==> src/rtl/acpu_pkg.sv <==
// Shared types, codes and constants for the accumulator CPU core.
package acpu_pkg;

    localparam int MEMORY_ADDRESS_BITS_DEFAULT = 16;

    localparam int FLAG_Z = 0;
    localparam int FLAG_V = 1;
    localparam int FLAG_E = 2;

    typedef enum logic [1:0] {
        COND_ALWAYS = 2'd0,
        COND_ZERO   = 2'd1,
        COND_OVF    = 2'd2,
        COND_ERR    = 2'd3
    } cond_t;

    typedef enum logic [1:0] {
        OPC_MOVE  = 2'd0,
        OPC_ALU   = 2'd1,
        OPC_LD_LO = 2'd2,
        OPC_LD_HI = 2'd3
    } opcode_t;

    typedef enum logic [2:0] {
        LOC_X       = 3'd0,
        LOC_Y       = 3'd1,
        LOC_PC_LO   = 3'd2,
        LOC_PC_HI   = 3'd3,
        LOC_DA_LO   = 3'd4,
        LOC_DA_HI   = 3'd5,
        LOC_MEM     = 3'd6,
        LOC_PORT    = 3'd7
    } location_t;

    typedef enum logic [3:0] {
        ALU_CLR_ALL  = 4'h0,
        ALU_CLR_ZV   = 4'h1,
        ALU_CLR_ERR  = 4'h2,
        ALU_SET_ERR  = 4'h3,
        ALU_ADD      = 4'h4,
        ALU_ADD_INC  = 4'h5,
        ALU_SUB      = 4'h6,
        ALU_SUB_DEC  = 4'h7,
        ALU_OR       = 4'h8,
        ALU_XOR      = 4'h9,
        ALU_AND      = 4'hA,
        ALU_NAND     = 4'hB,
        ALU_SHR      = 4'hC,
        ALU_SHR_ONE  = 4'hD,
        ALU_SHL      = 4'hE,
        ALU_SHL_ONE  = 4'hF
    } alu_op_t;

    typedef struct packed {
        logic [7:0] instruction;
        logic [7:0] port_read_data;
    } in_word_t;

    typedef struct packed {
        logic [15:0] next_pc;
        logic [7:0]  acc_value;
        logic        zero_flag;
        logic        overflow_flag;
        logic        error_flag;
        logic        executed;
        logic        port_write;
        logic        port_read;
        logic [15:0] port_address;
        logic [7:0]  port_data;
    } out_word_t;

    // Architectural registers outside the data memory.
    typedef struct packed {
        logic [7:0]  acc;
        logic [7:0]  x;
        logic [7:0]  y;
        logic [15:0] pc;
        logic [15:0] da;
        logic [2:0]  flags;
    } cpu_state_t;

endpackage

==> src/rtl/acpu_exec.sv <==
// Combinational execute logic: one instruction against the current state.
module acpu_exec (
    input  acpu_pkg::cpu_state_t state,
    input  acpu_pkg::in_word_t   in_word,
    input  logic [7:0]           mem_rdata,
    output acpu_pkg::cpu_state_t state_next,
    output logic                 mem_we,
    output logic [7:0]           mem_wdata,
    output acpu_pkg::out_word_t  result
);
    import acpu_pkg::*;

    cond_t      cond;
    opcode_t    opc;
    location_t  loc;
    logic [3:0] opd;
    logic       run;
    logic [8:0] sum9;
    logic [8:0] diff9;
    logic [7:0] alu_res;
    logic       alu_v;
    logic       alu_writes;

    assign cond = cond_t'(in_word.instruction[7:6]);
    assign opc  = opcode_t'(in_word.instruction[5:4]);
    assign opd  = in_word.instruction[3:0];
    assign loc  = location_t'(opd[2:0]);

    always_comb
    begin
        case (cond)
            COND_ALWAYS: run = 1'b1;
            COND_ZERO:   run = state.flags[FLAG_Z];
            COND_OVF:    run = state.flags[FLAG_V];
            COND_ERR:    run = state.flags[FLAG_E];
            default:     run = 1'b1;
        endcase
    end

    // Bit 8 of the 9-bit sum is the carry; of the difference, the borrow.
    assign sum9  = {1'b0, state.x} + {1'b0, state.y} + {8'd0, opd[0]};
    assign diff9 = {1'b0, state.x} - {1'b0, state.y} - {8'd0, opd[0]};

    always_comb
    begin
        alu_res    = 8'd0;
        alu_v      = state.flags[FLAG_V];
        alu_writes = 1'b1;
        case (alu_op_t'(opd))
            ALU_CLR_ALL, ALU_CLR_ZV, ALU_CLR_ERR, ALU_SET_ERR:
                alu_writes = 1'b0;
            ALU_ADD, ALU_ADD_INC:
            begin
                alu_res = sum9[7:0];
                alu_v   = sum9[8];
            end
            ALU_SUB, ALU_SUB_DEC:
            begin
                alu_res = diff9[7:0];
                alu_v   = diff9[8];
            end
            ALU_OR:   alu_res = state.x | state.y;
            ALU_XOR:  alu_res = state.x ^ state.y;
            ALU_AND:  alu_res = state.x & state.y;
            ALU_NAND: alu_res = ~(state.x & state.y);
            ALU_SHR, ALU_SHR_ONE:
            begin
                alu_res = {opd[0], state.x[7:1]};
                alu_v   = state.x[0];
            end
            ALU_SHL, ALU_SHL_ONE:
            begin
                alu_res = {state.x[6:0], opd[0]};
                alu_v   = state.x[7];
            end
            default: alu_writes = 1'b0;
        endcase
    end

    always_comb
    begin
        state_next    = state;
        state_next.pc = state.pc + 16'd1;
        mem_we        = 1'b0;
        mem_wdata     = state.acc;
        result        = '0;

        if (run)
        begin
            case (opc)
                OPC_MOVE:
                begin
                    if (opd[3])
                    begin
                        case (loc)
                            LOC_X:     state_next.acc = state.x;
                            LOC_Y:     state_next.acc = state.y;
                            LOC_PC_LO: state_next.acc = state.pc[7:0];
                            LOC_PC_HI: state_next.acc = state.pc[15:8];
                            LOC_DA_LO: state_next.acc = state.da[7:0];
                            LOC_DA_HI: state_next.acc = state.da[15:8];
                            LOC_MEM:   state_next.acc = mem_rdata;
                            LOC_PORT:
                            begin
                                state_next.acc      = in_word.port_read_data;
                                result.port_read    = 1'b1;
                                result.port_address = state.da;
                            end
                            default:   state_next.acc = state.acc;
                        endcase
                    end
                    else
                    begin
                        case (loc)
                            LOC_X:     state_next.x = state.acc;
                            LOC_Y:     state_next.y = state.acc;
                            LOC_PC_LO: state_next.pc = {state.pc[15:8], state.acc};
                            LOC_PC_HI: state_next.pc = {state.acc, state.pc[7:0]};
                            LOC_DA_LO: state_next.da = {state.da[15:8], state.acc};
                            LOC_DA_HI: state_next.da = {state.acc, state.da[7:0]};
                            LOC_MEM:   mem_we = 1'b1;
                            LOC_PORT:
                            begin
                                result.port_write   = 1'b1;
                                result.port_address = state.da;
                                result.port_data    = state.acc;
                            end
                            default:   mem_we = 1'b0;
                        endcase
                    end
                end
                OPC_ALU:
                begin
                    case (alu_op_t'(opd))
                        ALU_CLR_ALL: state_next.flags = 3'b000;
                        ALU_CLR_ZV:  state_next.flags = {state.flags[FLAG_E], 2'b00};
                        ALU_CLR_ERR: state_next.flags[FLAG_E] = 1'b0;
                        ALU_SET_ERR: state_next.flags[FLAG_E] = 1'b1;
                        default:     state_next.flags = state.flags;
                    endcase
                    if (alu_writes)
                    begin
                        state_next.acc          = alu_res;
                        state_next.flags[FLAG_V] = alu_v;
                        state_next.flags[FLAG_Z] = (alu_res == 8'd0);
                    end
                end
                OPC_LD_LO: state_next.acc = {state.acc[7:4], opd};
                OPC_LD_HI: state_next.acc = {opd, state.acc[3:0]};
                default:   state_next.acc = state.acc;
            endcase
        end

        result.next_pc       = state_next.pc;
        result.acc_value     = state_next.acc;
        result.zero_flag     = state_next.flags[FLAG_Z];
        result.overflow_flag = state_next.flags[FLAG_V];
        result.error_flag    = state_next.flags[FLAG_E];
        result.executed      = run;
    end

endmodule

==> config.mk <==
export PLATFORM = sky130hd
export DESIGN_NAME = acpu_exec
export DESIGN_NICKNAME = d
export VERILOG_FILES = /design/src/rtl/acpu_pkg.sv /design/src/rtl/acpu_exec.sv
export SDC_FILE = /design/constraint.sdc
export NUM_CORES = 1
export LEC_CHECK = 0
export ABC_CLOCK_PERIOD_IN_PS = 6200
export BUFFER_PORTS_ARGS = -buffer_cell sky130_fd_sc_hd__buf_2
export CELL_PAD_IN_SITES_DETAIL_PLACEMENT = 1
export CELL_PAD_IN_SITES_GLOBAL_PLACEMENT = 1
export CORE_ASPECT_RATIO = 1.2
export CORE_MARGIN = 3
export CORE_UTILIZATION = 35
export DETAILED_ROUTE_END_ITERATION = 16
export GPL_TIMING_DRIVEN = 0
export PLACE_DENSITY_LB_ADDON = 0.1
export RECOVER_POWER = 100
export SYNTH_ARGS = -nofsm -noshare
export SYNTH_HDL_FRONTEND = slang
export SYNTH_SLANG_ARGS = --single-unit
==> constraint.sdc <==
create_clock -name vclk -period 6.2
set_input_delay 1.24 -clock vclk [all_inputs]
set_output_delay 1.24 -clock vclk [all_outputs]
set_load 0.03 [all_outputs]
-- Word level (Yosys, flattened, before mapping)
Index checks and enable logic that the tools add are counted.
- bitwise gates (word level): 4
- equality and inequality tests: 28
- reduce and logical (&&, ||, !) cells: 12
- add/subtract/negate cells: 5
- muxes and demuxes: 31
- operators with widths (kind ; number):
    case mux 8 bit (8 select lines) ; 2
    2-to-1 mux 48 bit ; 2
    case mux 16 bit (2 select lines) ; 2
    2-to-1 mux 59 bit ; 1
    2-to-1 mux 26 bit ; 2
    2-to-1 mux 8 bit ; 5
    == test 4 bit, second input constant ; 8
    case mux 8 bit (4 select lines) ; 1
    2-to-1 mux 24 bit ; 1
    2-to-1 mux 17 bit ; 1
    adder 16 x 1 -> 16 bit, second input constant ; 1
    == test 4 x 3 -> 1 bit, second input constant ; 4
    2-to-1 mux 16 bit ; 1
    == test 3 bit, second input constant ; 4
    OR reduction 2 bit ; 6
    adder 8 x 8 -> 9 bit ; 1
    adder 9 x 1 -> 9 bit ; 1
    subtractor 8 x 8 -> 9 bit ; 1
    subtractor 9 x 1 -> 9 bit ; 1
    bitwise AND 8 bit ; 1
    == test 2 bit, second input constant ; 4
    == test 4 x 2 -> 1 bit, second input constant ; 2
    logical NOT 8 bit ; 1
    NOT 8 bit ; 1
    15 further kinds ; 26
- register bits after elaboration: 0
- logic and storage cells: 80
- output and inout bits: 122
- input bits: 83

-- Depth between registers and ports, before layout
- word-level depth: 7
- depth in mapped cells: 12
- gate-level depth less buffers: 11

-- Worst setup path after synthesis
Ideal clock, no wire load.
- path kind: input to output
- start: input in_word[8] in the netlist's numbering
- end: output state_next[0] in the netlist's numbering
- data arrival time: 4.235 ns
- setup slack: 0.725 ns
- data required time: 4.960 ns
- buffers on the path: 2
- cell stages on the path: 12
- path through: inv_1 > clkbuf_1 > fa_1 > fa_1 > nand2_1 > o21ai_0 > a211oi_1 > o22ai_1 > nor4_1 > nand4_1 > o31ai_1 > buf_4
- RTL lines (item ; line ; RTL):
    start, declared ; acpu_exec.sv:4 ; input acpu_pkg::in_word_t in_word,
    end, declared ; acpu_exec.sv:6 ; output acpu_pkg::cpu_state_t state_next,

==> flow_summary.ini <==
[run_status]
status = completed

[synth]
ys_warn_count = 0
netlist_instances = 587
synth_seq_area_share_pct = 0
synth_nets = 705
synth_area_sq_um = 4020
synth_area_per_cell_sq_um = 6.85
synth_cell_types = 62

[layout]
layout-drive-gt1-share_pct = 24.3
fillers = 1629
fin_util_pct = 44.9
layout_common_cells = buf_2, clkbuf_1, nand2_1, o21ai_0, a21oi_1
syn2layout_area_growth_pct = 24.2
multi_input_area_sq_um = 3350
antenna_cells = 0
final_area_sq_um = 5000
nets = 902
layout_commonest_cell = buf_2
seq_area_sq_um = 0
nClkBuffers = 0
design.seq.count = 0

[floorplan]
dieWidth_um = 104
die_y_um = 123
start_util_pct = 36.1
die_area_sq_um = 12800
coreArea_sq_um = 11100
rows = 42
io-pin-count = 205

[critical_path]
crit_type = input port to output pin
worstSetupStartpointType = input port
end_kind = output pin
cp_max_fo = 10
crit_required_ps = 4960
crit_arrival_ps = 4700

[timing]
final-hold-violation-count = 0
min_period_ps = 5940
max_slew_margin_pct = 26.0
tns_ps = 0
fmax_ghz = 0.168
slew_violations = 0
rsz0062_at_grt = no
tightest_slew_ps = 1100
period_share_pct = 95.8
setup_viol = 0

[power]
vdd_drop_max_mv = 0.0461
p_leak_nw = 2.27
power_density_nw_per_um2 = 101
net-switching-power_w = 0.000333
p_clk_share_pct = 0
pwr-share-comb_pct = 100.0
internal-power_w = 0.000172
seq_power_share_pct = 0
netSwitchingFraction_pct = 65.9
power_w = 0.000505

[grt]
first_global_vias = 5383
grt_pass1_wl_mm = 30.9
grt_overflow = 0
grt_start_max_net_pins = 11
grt_use_total_pct = 30.3
grt_antenna_before_repair = 0

[route]
ant_nets = 0
routed_wl_mm = 21.0
via_per_inst = 5.88
vias = 5504
drt-pass1-iter-count = 5
drt_iter0_drc = 370
drt-wirelength-per-cell_um = 22.4
drc = 0

[worst_hold_path]
hold_path.class = input port to output pin

[placement]
placed_cell_area_sq_um = 5190
gp_congestion = 0.940
dp_hpwl_mm = 17.2
io_buffers = 195

[cts]
cts_hold_buf = 0

[flow_run]
cap_violations = 0
-- synth_stat cells, drive strengths merged (4+ instances only) --
master / count / share of area (%)
or3: 4 / 0.62
o211ai: 7 / 1.3
a221oi: 4 / 0.87
a221o: 6 / 1.5
a211oi: 11 / 2.4
nor2: 33 / 3.1
o21ai: 46 / 5.7
a21oi: 37 / 4.6
and3: 10 / 1.6
nor3: 25 / 3.4
nand2: 49 / 4.6
fa: 4 / 2.0
mux2i: 14 / 3.5
o22ai: 7 / 1.1
mux4: 4 / 2.2
nand2b: 10 / 1.6
inv: 36 / 3.4
a31oi: 10 / 1.6
o31ai: 4 / 0.75
a22o: 8 / 1.7
ha: 31 / 9.6
mux2: 36 / 12
clkbuf: 17 / 1.6
o311ai: 6 / 1.3
xnor2: 7 / 1.5
a21o: 8 / 1.5
nor2b: 17 / 2.6
o221ai: 5 / 1.1
nand3: 11 / 1.5
buf: 60 / 9.6
and2: 24 / 3.7
-- worst paths after layout --
| kind | end | slack, ps | cells past startpoint | from |
|---|---|---|---|---|
| worst max-delay path | state_next[0] | 260 | 14 | in_word[8] |
| worst min-delay path | mem_wdata[6] | 2780 | 2 | state[57] |
-- metal layers --
layer | wire [um] | track usage [%] | vias up
met5 | 0 | 0 | -
met4 | 755 | 11.4 | 0
met3 | 1400 | 4.28 | 63
met2 | 10800 | 57.9 | 275
met1 | 8040 | 34.1 | 2671
li1 | - | - | 2495
-- power groups by stage --
stage / Sequential, W / Combinational (W) / Clock, W
after floorplan: 0 / 0.000345 / 0
after global placement: 0 / 0.000504 / 0
after detailed placement: 0 / 0.000514 / 0
after CTS: 0 / 0.000516 / 0
after global routing: 0 / 0.000540 / 0
final: 0 / 0.000505 / 0
-- final cells by class --
type	instances	share of cell area (%)
Timing Repair Buffer	195	17.3
Tap cell	154	3.85
Buffer	77	8.84
Inverter	38	2.85
Multi-Input combinational cell	472	67.1
-- cells by family after synthesis --
logic type               Yosys count  synth area share [%]
AO/OA/AOI/OAI                    177                  29.3
XOR/XNOR                          10                  2.18
adder cells (fa/ha/maj)           35                  11.6
buffers and inverters            115                  14.8
multiplexers                      54                  17.3
AND/OR/NAND/NOR                  196                  24.9
-- through the flow --
step / cells / hold slack [ps] / setup WS [ps]
CTS: 936 / 2730 / 241
detailed placement: 936 / 2730 / 254
finish: 936 / 2780 / 260
global route: 936 / 2790 / 119
floorplan: 587 / 2610 / 725
global placement: 936 / 2730 / 260
-- critical path, cell delays in order --
cell	delay [ps]
buf_2	140
inv_1	120
clkbuf_2	270
fa_1	490
fa_1	440
nand2_1	60
o21ai_0	130
a211oi_1	270
o22ai_1	210
nor4_1	480
nand4_1	170
o31ai_1	320
buf_4	170
clkbuf_2	190
-- timing repair --
action                     CTS  global route
setup endpoints to repair    0             1
setup buffers                0             0
resized for setup            0             2
Power figures use the tool's default switching activity.
